==> config.mk <==
export PLATFORM = sky130hd
export DESIGN_NAME = adc_alternating_channel_poller
export DESIGN_NICKNAME = d
export VERILOG_FILES = /design/src/acp_pkg.sv /design/src/acp_queue.sv /design/src/acp_front.sv /design/src/acp_back.sv /design/src/adc_alternating_channel_poller.sv
export VERILOG_INCLUDE_DIRS = /design/src /design/src/src
export SDC_FILE = /design/constraint.sdc
export NUM_CORES = 1
export LEC_CHECK = 0
export BUFFER_PORTS_ARGS = -buffer_cell sky130_fd_sc_hd__buf_2
export CAP_MARGIN = 10
export CELL_PAD_IN_SITES_DETAIL_PLACEMENT = 1
export CELL_PAD_IN_SITES_GLOBAL_PLACEMENT = 1
export CORE_MARGIN = 2
export CORE_UTILIZATION = 25
export CTS_CLUSTER_DIAMETER = 80
export DETAILED_ROUTE_END_ITERATION = 8
export PLACE_DENSITY_LB_ADDON = 0.1
export SYNTH_ARGS = -nofsm -noshare
export SYNTH_HDL_FRONTEND = slang
export SYNTH_SLANG_ARGS = --single-unit
==> constraint.sdc <==
create_clock -name i_clk -period 9.95 [get_ports i_clk]
set_input_delay 0 -clock i_clk [delete_from_list [all_inputs] [get_ports i_clk]]
set_output_delay 0 -clock i_clk [all_outputs]
set_load 0.02 [all_outputs]
==> src/adc_alternating_channel_poller_macros.svh <==
// Assertion macros shared by the poller RTL files.
// Each macro expects i_clk and i_rst_n in the enclosing module.
`ifndef ADC_ALTERNATING_CHANNEL_POLLER_MACROS_SVH
`define ADC_ALTERNATING_CHANNEL_POLLER_MACROS_SVH

// Same-cycle implication, checked out of reset
`define ACP_ASSERT_IMPLY(label, ante, cons, msg) \
    label: assert property (@(posedge i_clk) disable iff (!i_rst_n) (ante) |-> (cons)) \
        else $error(msg);

// Next-cycle implication, checked out of reset
`define ACP_ASSERT_NEXT(label, ante, cons, msg) \
    label: assert property (@(posedge i_clk) disable iff (!i_rst_n) (ante) |=> (cons)) \
        else $error(msg);

`endif

==> src/acp_pkg.sv <==
// Shared types and constants for the alternating channel ADC poller.
// No dependencies; imported by every module of the block.
`timescale 1ns / 1ps
`default_nettype none

package acp_pkg;

    // Configuration defaults and register indexes
    localparam logic [6:0]  ACP_BUS_ADDRESS_RST   = 7'd72;
    localparam logic [15:0] ACP_BASE_SETTING_RST  = 16'd1920;
    localparam logic [15:0] ACP_PROBE_SETTING_RST = 16'd1408;

    localparam logic [1:0] CFG_BUS_ADDRESS   = 2'd0;
    localparam logic [1:0] CFG_BASE_SETTING  = 2'd1;
    localparam logic [1:0] CFG_PROBE_SETTING = 2'd2;

    // Converter command constants
    localparam logic [7:0]  ACP_CONFIG_REG = 8'h01;
    localparam logic [15:0] ACP_START_BIT  = 16'h8000;
    localparam logic [15:0] ACP_MUX_CH0    = 16'h1000;
    localparam logic [15:0] ACP_MUX_CH1    = 16'h2000;
    localparam logic [15:0] ACP_MIN_SLOT_MS  = 16'd2;
    localparam logic [16:0] ACP_MAX_POINT_MS = 17'd100;

    localparam int ACP_QUEUE_DEPTH = 4;

    typedef enum logic [1:0] {
        FN_INIT  = 2'd0,
        FN_SLOT  = 2'd1,
        FN_DONE  = 2'd2,
        FN_ERROR = 2'd3
    } t_func;

    typedef enum logic [3:0] {
        PH_UNINIT  = 4'd0,
        PH_STARTED = 4'd1,
        PH_PROBING = 4'd2,
        PH_ABSENT  = 4'd3,
        PH_READY   = 4'd4,
        PH_STEP1   = 4'd5,
        PH_STEP2   = 4'd6,
        PH_STEP3   = 4'd7,
        PH_HALTED  = 4'd8
    } t_phase;

    typedef enum logic [2:0] {
        FLT_NONE    = 3'd0,
        FLT_REINIT  = 3'd1,
        FLT_TIMING  = 3'd2,
        FLT_OVERRUN = 3'd3,
        FLT_STRAY   = 3'd4,
        FLT_BUSERR  = 3'd5
    } t_fault;

    typedef enum logic [2:0] {
        KIND_NONE     = 3'd0,
        KIND_WRITE    = 3'd1,
        KIND_READ     = 3'd2,
        KIND_PRESENCE = 3'd3,
        KIND_SAMPLE   = 3'd4,
        KIND_FAULT    = 3'd5
    } t_kind;

    // Work handed from the front to the back
    typedef enum logic [2:0] {
        JOB_FAULT    = 3'd0,
        JOB_PROBE    = 3'd1,
        JOB_POINTER  = 3'd2,
        JOB_READ     = 3'd3,
        JOB_PRESENCE = 3'd4,
        JOB_SAMPLE   = 3'd5
    } t_job_kind;

    typedef struct packed {
        t_job_kind   kind;
        logic [15:0] value;
        logic        chan;
        logic [31:0] stamp;
        logic        present;
        t_fault      fault;
    } t_job;

    typedef struct packed {
        logic [6:0]  bus_address;
        logic [15:0] base_setting;
        logic [15:0] probe_setting;
    } t_cfg;

    typedef struct packed {
        t_kind              kind;
        logic               last;
        logic [6:0]         target;
        logic [1:0]         byte_count;
        logic [7:0]         tx_first;
        logic [7:0]         tx_second;
        logic [7:0]         tx_third;
        logic signed [15:0] sample_value;
        logic               sample_channel;
        logic [31:0]        sample_time;
        logic               present;
        t_fault             fault_code;
    } t_result;

endpackage

`default_nettype wire

==> src/acp_queue.sv <==
// Short job queue between the event front end and the result back end.
// Depends on acp_pkg for the job type.
`timescale 1ns / 1ps
`default_nettype none

module acp_queue
    import acp_pkg::*;
#(
    parameter int DEPTH = ACP_QUEUE_DEPTH
) (
    input  wire   i_clk,
    input  wire   i_rst_n,
    input  wire   i_push,
    input  t_job  i_push_job,
    output logic  o_full,
    input  wire   i_pop,
    output t_job  o_head,
    output logic  o_empty
);

    localparam int AW = $clog2(DEPTH);
    localparam int CW = $clog2(DEPTH + 1);

    t_job            r_mem [DEPTH];
    logic [AW-1:0]   r_wr_ptr, n_wr_ptr;
    logic [AW-1:0]   r_rd_ptr, n_rd_ptr;
    logic [CW-1:0]   r_count,  n_count;
    logic            do_push, do_pop;

    function automatic logic [AW-1:0] bump(input logic [AW-1:0] ptr);
        return (ptr == AW'(DEPTH - 1)) ? '0 : ptr + 1'b1;
    endfunction

    assign o_full  = (r_count == CW'(DEPTH));
    assign o_empty = (r_count == '0);
    assign o_head  = r_mem[r_rd_ptr];
    assign do_push = i_push && !o_full;
    assign do_pop  = i_pop && !o_empty;

    always_comb begin
        n_wr_ptr = do_push ? bump(r_wr_ptr) : r_wr_ptr;
        n_rd_ptr = do_pop  ? bump(r_rd_ptr) : r_rd_ptr;
        n_count  = r_count;
        if (do_push && !do_pop) begin
            n_count = r_count + 1'b1;
        end else if (do_pop && !do_push) begin
            n_count = r_count - 1'b1;
        end
    end

    always_ff @(posedge i_clk) begin
        if (!i_rst_n) begin
            r_wr_ptr <= '0;
            r_rd_ptr <= '0;
            r_count  <= '0;
        end else begin
            r_wr_ptr <= n_wr_ptr;
            r_rd_ptr <= n_rd_ptr;
            r_count  <= n_count;
        end
    end

    always_ff @(posedge i_clk) begin
        if (do_push) begin
            r_mem[r_wr_ptr] <= i_push_job;
        end
    end

endmodule

`default_nettype wire

==> src/acp_front.sv <==
// Event front end: accepts transactions, runs the sequencing state machine
// and queues one job per event that yields results. Depends on acp_pkg.
`timescale 1ns / 1ps
`default_nettype none
`include "adc_alternating_channel_poller_macros.svh"

module acp_front
    import acp_pkg::*;
(
    input  wire         i_clk,
    input  wire         i_rst_n,
    input  wire         i_valid,
    output logic        o_ready,
    input  wire  [1:0]  i_func,
    input  wire  [31:0] i_slot_time,
    input  wire  [15:0] i_rx_word,
    input  wire  [15:0] i_slot_length,
    input  wire  [15:0] i_slot_spacing,
    input  wire         i_full,
    output logic        o_push,
    output t_job        o_job
);

    t_phase      r_phase,  n_phase;
    logic        r_chan,   n_chan;
    logic [31:0] r_prev,   n_prev;
    logic [31:0] r_cur,    n_cur;
    t_fault      r_sticky, n_sticky;
    logic        accept;

    assign o_ready = !i_full;
    assign accept  = i_valid && !i_full;

    always_ff @(posedge i_clk) begin
        if (!i_rst_n) begin
            r_phase  <= PH_UNINIT;
            r_chan   <= 1'b0;
            r_prev   <= '0;
            r_cur    <= '0;
            r_sticky <= FLT_NONE;
        end else begin
            r_phase  <= n_phase;
            r_chan   <= n_chan;
            r_prev   <= n_prev;
            r_cur    <= n_cur;
            r_sticky <= n_sticky;
        end
    end

    always_comb begin
        logic   raise;
        t_fault code;
        logic   bad_timing;

        raise      = 1'b0;
        code       = FLT_NONE;
        bad_timing = (i_slot_length < ACP_MIN_SLOT_MS)
                  || ({i_slot_spacing, 1'b0} > ACP_MAX_POINT_MS);
        n_phase  = r_phase;
        n_chan   = r_chan;
        n_prev   = r_prev;
        n_cur    = r_cur;
        n_sticky = r_sticky;
        o_push   = 1'b0;
        o_job    = '0;

        if (accept) begin
            if (r_phase == PH_HALTED) begin
                // repeat the latched code, change nothing
                o_push      = 1'b1;
                o_job.kind  = JOB_FAULT;
                o_job.fault = r_sticky;
            end else begin
                unique case (t_func'(i_func))
                    FN_INIT: begin
                        if (r_phase != PH_UNINIT) begin
                            raise = 1'b1;
                            code  = FLT_REINIT;
                        end else if (bad_timing) begin
                            raise = 1'b1;
                            code  = FLT_TIMING;
                        end else begin
                            n_phase = PH_STARTED;
                        end
                    end
                    FN_SLOT: begin
                        if (r_phase == PH_STARTED || r_phase == PH_ABSENT
                                || r_phase == PH_READY) begin
                            n_prev = r_cur;
                            n_cur  = i_slot_time;
                            if (r_phase == PH_STARTED) begin
                                n_phase    = PH_PROBING;
                                o_push     = 1'b1;
                                o_job.kind = JOB_PROBE;
                            end else if (r_phase == PH_READY) begin
                                n_phase    = PH_STEP1;
                                o_push     = 1'b1;
                                o_job.kind = JOB_POINTER;
                            end
                        end else begin
                            raise = 1'b1;
                            code  = FLT_OVERRUN;
                        end
                    end
                    FN_DONE: begin
                        priority case (r_phase)
                            PH_PROBING: begin
                                n_phase       = PH_READY;
                                o_push        = 1'b1;
                                o_job.kind    = JOB_PRESENCE;
                                o_job.present = 1'b1;
                            end
                            PH_STEP1: begin
                                n_phase    = PH_STEP2;
                                o_push     = 1'b1;
                                o_job.kind = JOB_READ;
                            end
                            PH_STEP2: begin
                                n_phase     = PH_STEP3;
                                n_chan      = ~r_chan;
                                o_push      = 1'b1;
                                o_job.kind  = JOB_SAMPLE;
                                o_job.value = i_rx_word;
                                o_job.chan  = r_chan;
                                o_job.stamp = r_prev;
                            end
                            PH_STEP3: begin
                                n_phase = PH_READY;
                            end
                            default: begin
                                raise = 1'b1;
                                code  = FLT_STRAY;
                            end
                        endcase
                    end
                    FN_ERROR: begin
                        if (r_phase == PH_PROBING) begin
                            n_phase       = PH_ABSENT;
                            o_push        = 1'b1;
                            o_job.kind    = JOB_PRESENCE;
                            o_job.present = 1'b0;
                        end else begin
                            raise = 1'b1;
                            code  = FLT_BUSERR;
                        end
                    end
                    default: ;
                endcase

                if (raise) begin
                    // latch the code and halt until reset
                    n_phase     = PH_HALTED;
                    n_sticky    = code;
                    o_push      = 1'b1;
                    o_job       = '0;
                    o_job.kind  = JOB_FAULT;
                    o_job.fault = code;
                end
            end
        end
    end

    `ACP_ASSERT_IMPLY(a_halt_has_code, r_phase == PH_HALTED, r_sticky != FLT_NONE,
        "halted without a fault code")
    `ACP_ASSERT_NEXT(a_halt_is_final, r_phase == PH_HALTED, r_phase == PH_HALTED,
        "left the halt without reset")
    `ACP_ASSERT_NEXT(a_sticky_holds, r_phase == PH_HALTED, $stable(r_sticky),
        "fault code changed while halted")

endmodule

`default_nettype wire

==> src/acp_back.sv <==
// Result back end: expands queued jobs into result transactions and holds
// them in the output register. Depends on acp_pkg.
`timescale 1ns / 1ps
`default_nettype none
`include "adc_alternating_channel_poller_macros.svh"

module acp_back
    import acp_pkg::*;
(
    input  wire      i_clk,
    input  wire      i_rst_n,
    input  t_cfg     i_cfg,
    input  t_job     i_head,
    input  wire      i_empty,
    output logic     o_pop,
    output logic     o_valid,
    input  wire      i_ready,
    output t_result  o_res
);

    logic    r_valid, n_valid;
    logic    r_sub,   n_sub;
    t_result r_res,   n_res;
    logic    can_load, load, two_part;
    logic [15:0] cfg_word;

    assign can_load = !r_valid || i_ready;
    assign load     = can_load && !i_empty;
    assign two_part = (i_head.kind == JOB_SAMPLE) && !r_sub;
    assign o_pop    = load && !two_part;
    assign o_valid  = r_valid;
    assign o_res    = r_res;

    // the conversion that starts next runs on the other channel
    assign cfg_word = i_cfg.base_setting | ACP_START_BIT
                    | (i_head.chan ? ACP_MUX_CH0 : ACP_MUX_CH1);

    always_comb begin
        n_res      = '0;
        n_res.last = 1'b1;
        unique case (i_head.kind)
            JOB_FAULT: begin
                n_res.kind       = KIND_FAULT;
                n_res.fault_code = i_head.fault;
            end
            JOB_PROBE: begin
                n_res.kind       = KIND_WRITE;
                n_res.target     = i_cfg.bus_address;
                n_res.byte_count = 2'd3;
                n_res.tx_first   = ACP_CONFIG_REG;
                n_res.tx_second  = i_cfg.probe_setting[15:8];
                n_res.tx_third   = i_cfg.probe_setting[7:0];
            end
            JOB_POINTER: begin
                n_res.kind       = KIND_WRITE;
                n_res.target     = i_cfg.bus_address;
                n_res.byte_count = 2'd1;
            end
            JOB_READ: begin
                n_res.kind       = KIND_READ;
                n_res.target     = i_cfg.bus_address;
                n_res.byte_count = 2'd2;
            end
            JOB_PRESENCE: begin
                n_res.kind    = KIND_PRESENCE;
                n_res.present = i_head.present;
            end
            JOB_SAMPLE: begin
                if (!r_sub) begin
                    n_res.kind           = KIND_SAMPLE;
                    n_res.last           = 1'b0;
                    n_res.sample_value   = i_head.value;
                    n_res.sample_channel = i_head.chan;
                    n_res.sample_time    = i_head.stamp;
                end else begin
                    n_res.kind       = KIND_WRITE;
                    n_res.target     = i_cfg.bus_address;
                    n_res.byte_count = 2'd3;
                    n_res.tx_first   = ACP_CONFIG_REG;
                    n_res.tx_second  = cfg_word[15:8];
                    n_res.tx_third   = cfg_word[7:0];
                end
            end
            default: begin
                n_res.kind = KIND_NONE;
            end
        endcase
    end

    always_comb begin
        n_valid = r_valid;
        n_sub   = r_sub;
        if (load) begin
            n_valid = 1'b1;
            n_sub   = two_part;
        end else if (i_ready) begin
            n_valid = 1'b0;
        end
    end

    always_ff @(posedge i_clk) begin
        if (!i_rst_n) begin
            r_valid <= 1'b0;
            r_sub   <= 1'b0;
        end else begin
            r_valid <= n_valid;
            r_sub   <= n_sub;
        end
    end

    always_ff @(posedge i_clk) begin
        if (load) begin
            r_res <= n_res;
        end
    end

    `ACP_ASSERT_IMPLY(a_sub_on_sample, r_sub,
        !i_empty && i_head.kind == JOB_SAMPLE, "second half without a sample job")
    `ACP_ASSERT_IMPLY(a_not_last_is_sample, r_valid && !r_res.last,
        r_res.kind == KIND_SAMPLE, "only a sample may be followed by a result")
    `ACP_ASSERT_NEXT(a_sample_then_write, load && two_part,
        r_sub && r_valid && r_res.kind == KIND_SAMPLE, "sample not staged before write")

endmodule

`default_nettype wire

==> src/adc_alternating_channel_poller.sv <==
// Top level of the two-channel ADC poller: configuration registers, front
// end, job queue and back end. Depends on acp_pkg, acp_front, acp_queue, acp_back.
//
//  channel   direction  handshake             payload
//  events    in         i_s_tvalid/o_s_tready tuser func, tdata timing and rx word
//  results   out        o_m_tvalid/i_m_tready tuser kind, tlast, tdata result fields
//  config    in         i_cfg_we              i_cfg_addr, i_cfg_wdata
//
// An event is taken whenever the job queue has room.
// Results leave one per cycle while the output is not stalled; a read completion
// yields the sample and then the next config write from one queued job.
// While the output is stalled the queue fills; once it is full o_s_tready drops.
// Reset is synchronous and clears the sequencer and the queue at once.
`timescale 1ns / 1ps
`default_nettype none

module adc_alternating_channel_poller
    import acp_pkg::*;
#(
    parameter int QUEUE_DEPTH = ACP_QUEUE_DEPTH
) (
    input  wire         i_clk,
    input  wire         i_rst_n,
    input  wire         i_s_tvalid,
    output logic        o_s_tready,
    input  wire  [79:0] i_s_tdata,   // slot_time, rx_word, slot_length, slot_spacing
    input  wire  [1:0]  i_s_tuser,   // func
    output logic        o_m_tvalid,
    input  wire         i_m_tready,
    output logic [87:0] o_m_tdata,   // target, byte_count, tx_first, tx_second,
                                     // tx_third, sample_value, sample_channel,
                                     // sample_time, present, fault_code, zero pad
    output logic [2:0]  o_m_tuser,   // kind
    output logic        o_m_tlast,
    input  wire         i_cfg_we,
    input  wire  [1:0]  i_cfg_addr,
    input  wire  [15:0] i_cfg_wdata
);

    t_cfg    r_cfg;
    logic    push, full, pop, empty;
    t_job    push_job, head;
    t_result res;

    always_ff @(posedge i_clk) begin
        if (!i_rst_n) begin
            r_cfg.bus_address   <= ACP_BUS_ADDRESS_RST;
            r_cfg.base_setting  <= ACP_BASE_SETTING_RST;
            r_cfg.probe_setting <= ACP_PROBE_SETTING_RST;
        end else if (i_cfg_we) begin
            unique case (i_cfg_addr)
                CFG_BUS_ADDRESS:   r_cfg.bus_address   <= i_cfg_wdata[6:0];
                CFG_BASE_SETTING:  r_cfg.base_setting  <= i_cfg_wdata;
                CFG_PROBE_SETTING: r_cfg.probe_setting <= i_cfg_wdata;
                default: ;
            endcase
        end
    end

    acp_front u_front (
        .i_clk          (i_clk),
        .i_rst_n        (i_rst_n),
        .i_valid        (i_s_tvalid),
        .o_ready        (o_s_tready),
        .i_func         (i_s_tuser),
        .i_slot_time    (i_s_tdata[31:0]),
        .i_rx_word      (i_s_tdata[47:32]),
        .i_slot_length  (i_s_tdata[63:48]),
        .i_slot_spacing (i_s_tdata[79:64]),
        .i_full         (full),
        .o_push         (push),
        .o_job          (push_job)
    );

    acp_queue #(
        .DEPTH (QUEUE_DEPTH)
    ) u_queue (
        .i_clk      (i_clk),
        .i_rst_n    (i_rst_n),
        .i_push     (push),
        .i_push_job (push_job),
        .o_full     (full),
        .i_pop      (pop),
        .o_head     (head),
        .o_empty    (empty)
    );

    acp_back u_back (
        .i_clk   (i_clk),
        .i_rst_n (i_rst_n),
        .i_cfg   (r_cfg),
        .i_head  (head),
        .i_empty (empty),
        .o_pop   (pop),
        .o_valid (o_m_tvalid),
        .i_ready (i_m_tready),
        .o_res   (res)
    );

    assign o_m_tuser = res.kind;
    assign o_m_tlast = res.last;
    assign o_m_tdata = {2'b00, res.fault_code, res.present, res.sample_time,
                        res.sample_channel, res.sample_value, res.tx_third,
                        res.tx_second, res.tx_first, res.byte_count, res.target};

endmodule

`default_nettype wire
After elaboration in Yosys (flattened, before gate mapping) --
Memory sizes are Yosys's and may differ from the RTL's. A register that Yosys moved wholly into a read port is not among the register bits. Index checks and enable logic that the tools add are counted. Widths: inputs -> output; s select.
Storage, ports and cells: bits in registers 209, bits in writable memories 224, input bits 105, output and inout bits 94, word-level logic and storage cells 164, memories 1
Memories:
- u_queue.r_mem | words 4, bits a word 56, rd ports 1, clocked after Yosys merged registers in 1, write ports 1, line acp_queue.sv:24 | t_job r_mem [DEPTH];
Cells by class: add/sub/neg operators 4, $lt $le $gt $ge 2, equality and inequality tests 27, multiplexer cells 63, bitwise logic cells 4, reductions and logical operators 38
Operators by type and width (number):
- $mux 56 | 2
- $mux 49 | 2
- $mux 50 | 1
- $pmux 24 s2 | 1
- $pmux 9 s4 | 1
- $mux 3 | 11
- $mux 33 | 1
- $mux 4 | 7
- $mux 1 | 21
- $pmux 3 s3 | 2
- $gt 17x7->1 const B | 1
- $eq 4x3->1 const B | 4
- $lt 16x2->1 const B | 1
- $or 16x14->16 | 1
- $pmux 4 s4 | 1
- $pmux 3 s5 | 1
- $mux 14 | 1
- $mux 2 | 7
- $pmux 3 s4 | 1
- $pmux 4 s3 | 1
- $eq 2x2->1 const B | 5
- $eq 3x3->1 const B | 3
- $eq 4x2->1 const B | 2
- $logic_and 1x1->1 | 8
- 28 further kinds | 52

Depth between registers and ports, before layout --
Gate-level depths: netlist of run 1.
depth in word-level cells 15, mapped depth 11

Cells and area by module --
A second synthesis of run 1 with hierarchy kept.
Unflattened totals: cells, all modules 1177, area total of the unflattened synthesis 17138.9 um2
By module, submodules not included:
- acp_queue | times used 1, cells an instance 343, area each 8590.7 um2, seq. area each 6906.6 um2
- acp_front | times used 1, cells an instance 470, area each 3618.5 um2, seq. area each 1441.4 um2
- acp_back | times used 1, cells an instance 210, area each 3368.2 um2, seq. area each 2532.4 um2
- adc_alternating_channel_poller | times used 1, cells an instance 154, area each 1561.5 um2, seq. area each 780.7 um2

Worst setup path before layout of run 1 --
No wires, ideal clock.
path kind reg-to-reg, start point register u_queue.r_count[0], end point register u_queue.r_count[2], setup time 0.070 ns, arrival time 5.828 ns, data required time 9.880 ns, path slack 4.052 ns, stages on the path, launching flop included 10, buffers on the path 0, period minus slack after synthesis 5.898 ns, cells stage by stage dfxtp_1 > nor3_1 > a21oi_1 > nand2_4 > ha_1 > inv_1 > fa_1 > xor2_1 > or3_1 > a21oi_1
On the way: cells in the longest elaborated chain, start to end 8
RTL lines:
- start, declared | line acp_queue.sv:27 | logic [CW-1:0] r_count, n_count;
- start signal, assigned | line acp_queue.sv:59 | r_count <= n_count;
- $logic_not 3->1 (*) | line acp_queue.sv:35 | assign o_empty = (r_count == '0);
- $logic_not 1->1 (*) | line acp_back.sv:28 | assign load = can_load && !i_empty;
- $logic_and 1x1->1 (*) | line acp_back.sv:28
- named net u_back.load | line acp_back.sv:24 | logic can_load, load, two_part;
- $logic_and 1x1->1 (*) | line acp_back.sv:30 | assign o_pop = load && !two_part;
- $logic_and 1x1->1 (*) | line acp_queue.sv:38 | assign do_pop = i_pop && !o_empty;
- $logic_not 1->1 | line acp_queue.sv:44 | if (do_push && !do_pop) begin
- $logic_and 1x1->1 | line acp_queue.sv:44
- $mux 3 / $reduce_bool 2->1 (equally long branches)
Mark *: on every way through the listed nets, which the timed path passes. The rest lies on a longest branch. The select of a mux whose other input is x is not followed. A chain may end at the register's enable or synchronous reset.

Final worst setup path of run 1 --
start point register u_front.r_phase[3], end point memory u_queue.r_mem[0][29] (netlist bit) (enable)
On the way: cells in the longest elaborated chain, start to end 13
RTL lines:
- start, declared | line acp_front.sv:24 | t_phase r_phase, n_phase;
- start signal, assigned | line acp_front.sv:42 | r_phase <= n_phase;
- $eq 4x1->1 / $eq 4x2->1 (equally long branches) | line acp_front.sv:87, acp_front.sv:91
- $logic_or 1x1->1 | line acp_front.sv:87 | if (r_phase == PH_STARTED || r_phase == PH_ABSENT
- $logic_or 1x1->1 | line acp_front.sv:88 | || r_phase == PH_READY) begin
- $mux 1 | line acp_front.sv:87
- $pmux 1 s4 | line acp_front.sv:74 | unique case (t_func'(i_func))
- $mux 1 | line acp_front.sv:68 | if (r_phase == PH_HALTED) begin
- $mux 1 | line acp_front.sv:67 | if (accept) begin
- $mux 1 | line acp_front.sv:150 | if (raise) begin
- $mux 1 (*) | line acp_front.sv:68
- $mux 1 (*) | line acp_front.sv:67
- $logic_and 1x1->1 (*) | line acp_queue.sv:37 | assign do_push = i_push && !o_full;
- named net u_queue.do_push | line acp_queue.sv:28 | logic do_push, do_pop;
- $mux 1 (*) | line acp_queue.sv:64 | if (do_push) begin
- $mux 1 (not written as such) (*) | line acp_queue.sv:65 | r_mem[r_wr_ptr] <= i_push_job;
- end, declared | line acp_queue.sv:24
Marks and branches as above.

==> reports/metrics.yaml, run 1 <==
outcome:
  status: "finished, final reports clean"
synthesis:
  yosysUniqueCellTypes: 60
  syn_area_sq_um: 16500
  ys_top_cells_by_count: "edfxtp_1 (307), nand2_1 (215), dfxtp_1 (121), a21oi_1 (104), and2_1 (61)"
  yosysSeqAreaShare_pct: 70.6
  synthFlopType: "edfxtp_1"
  synth_top_area_share_pct: 55.9
  synth_area_leaders: "edfxtp_1 (56%), dfxtp_1 (15%), mux4_2 (7.4%), nand2_1 (4.9%), a21oi_1 (3.2%)"
  avgSynthCellArea_sq_um: 14.2
  synth-edff-count: 307
  async_flop_share_pct: 0
  yosysTopAreaCell: "edfxtp_1"
  synthCells: 1162
  synth_warnings: 0
  synth.ff_latch_count: 428
  yosys.cell_count.top_type: "edfxtp_1"
timing:
  rsz0062_at_grt: "false"
  setup_viol_count_final: 0
  finalHoldViolCount: 0
  holdWs_ns: 0.0425
  finalClockSkew_ns: 0.0263
  drv_slew: 0
  final.min_clock_period_ns: 3.52
  slew_headroom_pct: 24.1
  tns_ns: 0
  post-route-period-util_pct: 35.4
  worst_pin_slew_ns: 1.14
  fmax_mhz: 284
grt:
  grt_pass1_vias: 10734
  overflow: 0
  grt_use_total_pct: 12.9
  grt_pass1_wl_mm: 65.8
  grt_max_degree: 77
  antenna_found_initial: 0
layout:
  area_growth_pct: 26.5
  nNetsFinal: 1532
  stdcell_count: 2329
  final_layout_size_suffix_gt1_share_pct: 24.2
  finalInstanceArea_sq_um: 20900
power:
  p_int_mw: 3.91
  p_leak_nw: 7.12
  clockPowerShare_pct: 35.5
  power.share.sequential_pct: 43.6
  p_switching_mw: 1.64
  pwr-share-comb_pct: 20.9
  power_mw: 5.55
  swShare_pct: 29.5
  ir_drop_mv: 0.148
  p_per_area_nw_per_um2: 266
die:
  initial_core_util_pct: 25.2
  rows: 94
  die_h_um: 261
  core-area_sq_um: 65500
  die-area_sq_um: 68100
  die_w_um: 261
  io_pins: 199
placed_design:
  placed_cell_area_sq_um: 18300
  portBuffers: 188
  dp.cells: 2157
  hpwl_mm: 24.1
  gp_congestion: 0.704
drt:
  drt_iter0_markers: 448
  vias_per_cell: 4.28
  drtPass1Iterations: 6
  wl_per_cell_um: 18.6
  wl_mm: 43.4
  post-route-drc-count: 0
  ant_nets: 0
  num_vias: 9979
clocking:
  cts_buffer_depth: 3
  clk_pin_slew_ns: 0.06
  numClockSinks: 428
  htreeDepth: 2
  ctsResizeCount: 0
  cts_root_buf: "clkbuf_16"
  cts_tree: "built"
  postCtsSetupRepairBufs: 0
  cts_buffers: 53
  worstSkewPairLatency_ns: 0.59
critical_path:
  worstSetupPathType: "register to register"
  cp_cell_sequence: "clkinv_1, o211ai_1, nand3_1, a31oi_2, and2_4, buf_4"
  critical_path.max_stage_delay_ns: 0.77
  critPathTopFamily: "buffers and inverters"
  cp-start-kind: "register"
  cp_max_fo: 33
  end_kind: "register"
  slowest_stage: "dfxtp_1"
  cp.required_ns: 10.18
  crit_arrival_ns: 3.76
  crit_buf_inv: 2
job:
  drv_cap: 0
worst_hold_path:
  min_path_type: "input pin to register"
path summary, 6_finish.rpt:
path,from,endpoint,slack [ns],cells after the start
setup / recovery,u_front.r_phase[3],u_queue.r_mem[0][29],6.43,6
hold / removal,i_cfg_we,r_cfg[38],0.04,5
setup reg to reg,u_front.r_phase[3],u_queue.r_mem[0][29],6.43,6
hold reg to reg,u_front.r_cur[16],u_front.r_prev[16],0.45,2
layout by cell type (no fill, tap or decap), drive strengths merged, types with 6 or more instances in the layout:
cell         instances
dlygate4sd3         72
ha                   6
inv                  8
and2                61
bufinv               6
mux4                56
a22o                14
nand3               17
nor4                 7
nor2b               58
nand2              216
a21oi              104
o21ai                8
dfxtp              121
edfxtp             307
mux2i               11
conb                 9
nor2                22
clkbuf              75
clkinv              13
buf                200
tightest hold or removal path: cells and delay by family:
| family | cells | cell delay (ns) |
|---|---|---|
| muxes | 1 | 0.12 |
| and+or+nand+nor | 2 | 0.19 |
| buffers and inverters | 2 | 0.29 |
final cells by class:
class | instances | area, sq um
diodes | 1 | 2.50
clock buffers | 75 | 1510
clock inverters | 24 | 295
fillers | 6968 | 44600
inverters | 7 | 28.8
multi-input cells | 658 | 4560
flip-flops and latches | 428 | 11600
well taps | 864 | 1080
repair buffers | 272 | 1750
cell families after synthesis:
kind of cell | Yosys count | share of synthesized area (%)
xor+xnor | 4 | 0.212
simple gates | 420 | 12.5
fa+ha+maj | 7 | 0.576
buf+inv | 84 | 2.34
other cells | 1 | 0.0227
compound gates | 150 | 5.39
flops | 428 | 70.6
mux | 68 | 8.43
metal layers:
layer  global-route usage, %  share of wire, %  vias up
met2                    22.1                49      164
met5                       0                 0        -
met3                    2.46               3.8       64
li1                        -                 -     4742
met4                    3.76               2.2        0
met1                    16.4                45     5009
power by group through the flow:
stage	clock network [mW]	logic, mW	registers [mW]
detailed placement	0	1.18	2.47
finish	1.97	1.16	2.42
CTS	2.05	1.21	2.43
floorplan	0	0.584	2.60
global route	2.11	1.26	2.46
global placement	0	1.18	2.47
per-stage QoR:
step                      utilization (%)  setup slack (ns)
after floorplan                         -              4.05
after global placement               28.0              6.39
after detailed placement             28.0              6.37
after CTS                            31.9              6.38
after global routing                 31.9              6.17
final                                31.9              6.43
what timing repair did:
| action | CTS | global route |
|---|---|---|
| hold buffers | 72 | 0 |
| endpoints found under the hold margin | 150 | 0 |
| setup endpoints to repair | 0 | 0 |
sequential cells by signal (all words and copies together) (netlist names), named ones only:
name,flops
u_queue.r_wr_ptr,2
u_front.r_chan,1
u_front.r_phase,4
u_queue.r_count,3
u_front.r_cur,32
r_cfg,38
u_front.r_sticky,3
u_back.o_valid,1
u_queue.r_rd_ptr,2
u_back.r_sub,1
u_back.o_res,83
u_front.r_prev,32
u_queue.r_mem,224
No activity file was read; power rests on OpenSTA's default activity.
==> inputs of run 2 (changes only) <==
==> constraint.sdc (replaced) <==
create_clock -name i_clk -period 3.4 [get_ports i_clk]
set_input_delay 0 -clock i_clk [delete_from_list [all_inputs] [get_ports i_clk]]
set_output_delay 0 -clock i_clk [all_outputs]
set_load 0.02 [all_outputs]
==> reports/metrics.yaml, run 2 (synthesis results as in run 1) <==
drt:
  ant_nets: 0  # unchanged
  num_vias: 10098  # +1.2%
  vias_per_cell: 4.31  # +0.50%
  drtPass1Iterations: 4  # -2
  wl_mm: 43.4  # -0.13%
  wl_per_cell_um: 18.5  # -0.81%
  post-route-drc-count: 0  # unchanged
  drt_iter0_markers: 470  # +4.9%
clocking:
  ctsResizeCount: 0  # unchanged
  cts_tree: "built"
  cts_buffer_depth: 3  # unchanged
  htreeDepth: 2  # unchanged
  cts_buffers: 51  # -3.8%
  numClockSinks: 428  # unchanged
  cts_root_buf: "clkbuf_16"
  worstSkewPairLatency_ns: 0.59  # about the same
  clk_pin_slew_ns: 0.06  # about the same
  postCtsSetupRepairBufs: 0  # unchanged
  hold_buffers: 71  # -1.4%
critical_path:
  r2r-end: "u_queue.r_count[2]"
  rrSetupSlack_ns: 0.47  # -5.95 ns
  crit_arrival_ns: 3.44  # -0.32 ns
  r2r_start: "u_front.r_phase[2]"
  rr_worst_depth: 10  # +4
  cp_max_fo: 16  # -52%
  cp-start-kind: "register"
  end_kind: "register"
  cp.required_ns: 3.91  # -6.27 ns
  worstSetupPathType: "register to register"
grt:
  grt_max_degree: 65  # -16%
  grt_pass1_vias: 10814  # +0.75%
  grt_use_total_pct: 12.9  # +0.015 points
  antenna_found_initial: 1  # +1
  overflow: 0  # unchanged
  grt_pass1_wl_mm: 66.3  # +0.71%
die:
  die_h_um: 261  # unchanged
  core-area_sq_um: 65500  # unchanged
  die-area_sq_um: 68100  # unchanged
  io_pins: 199  # unchanged
  initial_core_util_pct: 25.2  # unchanged
  rows: 94  # unchanged
  die_w_um: 261  # unchanged
layout:
  area_growth_pct: 27.1
  final_cell_mix: "edfxtp_1 (307), nand2_1 (215), buf_2 (188)"
  diodes: 0  # -1
  nNetsFinal: 1550  # +1.2%
  largest_reg_flops: 224  # unchanged
  fill_cells: 6975  # +0.10%
  fin_util_pct: 32.0  # +0.15 points
  final_common_cell: "edfxtp_1"
  final_layout_size_suffix_gt1_share_pct: 25.1  # +0.80 points
  regMostFlops: "u_queue.r_mem"
placed_design:
  hpwl_mm: 25.7  # +6.5%
  gp_congestion: 0.730  # +3.7%
  portBuffers: 188  # unchanged
timing:
  worst_pin_slew_ns: 0.843  # -0.296 ns
  final.min_clock_period_ns: 2.93  # -0.596 ns
  drv_slew: 0  # unchanged
  rsz0062_at_grt: "false"
  post-route-period-util_pct: 86.1  # +51 points
  setup_viol_count_final: 0  # unchanged
  finalClockSkew_ns: 0.0236  # -0.00274 ns
  slew_headroom_pct: 43.7  # +20 points
  tns_ns: 0  # unchanged
  fmax_mhz: 342  # +20%
  finalHoldViolCount: 0  # unchanged
worst_hold_path:
  worstHoldStart: "i_cfg_we"
  min_delay_worst_endpoint: "r_cfg[38]"
  min_path_type: "input pin to register"
  hold-path-cell-count: 5  # unchanged
power:
  p_per_area_nw_per_um2: 751  # +180%
  clockPowerShare_pct: 33.4  # -2.1 points
  ir_drop_mv: 0.391  # +160%
  pwr-share-comb_pct: 22.9  # +2.0 points
  power.share.sequential_pct: 43.7  # about the same
  p_int_mw: 11.0  # +180%
  swShare_pct: 29.9  # +0.41 points
  p_switching_mw: 4.71  # +190%
  p_leak_nw: 7.20  # +1.1%
job:
  drv_cap: 0  # unchanged
outcome:
  status: "finished, final reports clean"
[run 2: cell types whose count changed in the layout (fill, tap and decap cells not counted), moves of 4 or more]
cell	delta
buf_4	+11
buf_12	+10
clkinv_1	+5
clkinvlp_4	-4
bufinv_16	-5
[run 2: power by group through the flow]
stage | clock, mW | sequential (mW) | combinational (mW)
after CTS | 5.47 | 6.91 | 3.75
after global placement | 0 | 7.01 | 3.67
after detailed placement | 0 | 7.01 | 3.68
after floorplan | 0 | 7.53 | 1.71
after global routing | 5.65 | 6.99 | 3.95
final | 5.26 | 6.88 | 3.60
[run 2: worst max-delay path, stage by stage (launching register included)]
cell	delay, ns
dfxtp_1	0.69
nor3b_1	0.15
o211ai_1	0.19
nand3_1	0.20
a31oi_2	0.29
ha_1	0.23
inv_1	0.07
fa_1	0.42
xor2_1	0.18
or3_1	0.31
a21oi_1	0.14
[run 2: through the flow]
stage	setup WS [ns]	area [sq um]	total power [mW]	cells	hold slack, ns
floorplan	0.232	16500	9.25	1170	0.124
global placement	0.486	18600	10.7	2178	0.232
detailed placement	0.503	18600	10.7	2178	0.242
CTS	0.480	21000	16.1	2345	0.0194
global route	0.307	21000	16.6	2345	0.0729
finish	0.473	21000	15.7	2345	0.0627
[run 2: routing by layer]
metal	global-route usage [%]	wire, um
met5	0	0
met4	4.03	917
met3	2.04	1690
met2	22.1	21200
met1	16.6	19500
[run 2: worst max-delay path by stage]
stage / from / endpoint / slack [ns] / cells after the start
after floorplan: u_front.r_phase[2] / u_queue.r_mem[3][0] / 0.23 / 6
after global placement: u_front.r_phase[2] / u_queue.r_count[2] / 0.49 / 10
after detailed placement: u_front.r_phase[2] / u_queue.r_count[2] / 0.50 / 10
after CTS: u_front.r_phase[2] / u_queue.r_count[2] / 0.48 / 10
after global routing: u_front.r_phase[2] / u_queue.r_count[2] / 0.31 / 10
final: u_front.r_phase[2] / u_queue.r_count[2] / 0.47 / 10
[run 2: final cells by class]
class                           count  area (sq um)  share of cell area, %
Inverter                            7          28.8                  0.137
Sequential cell                   428         11600                   55.5
Clock buffer                       72          1470                   6.99
Tap cell                          864          1080                   5.15
Timing Repair Buffer              292          2020                   9.65
Multi-Input combinational cell    658          4560                   21.7
Clock inverter                     24           165                  0.788
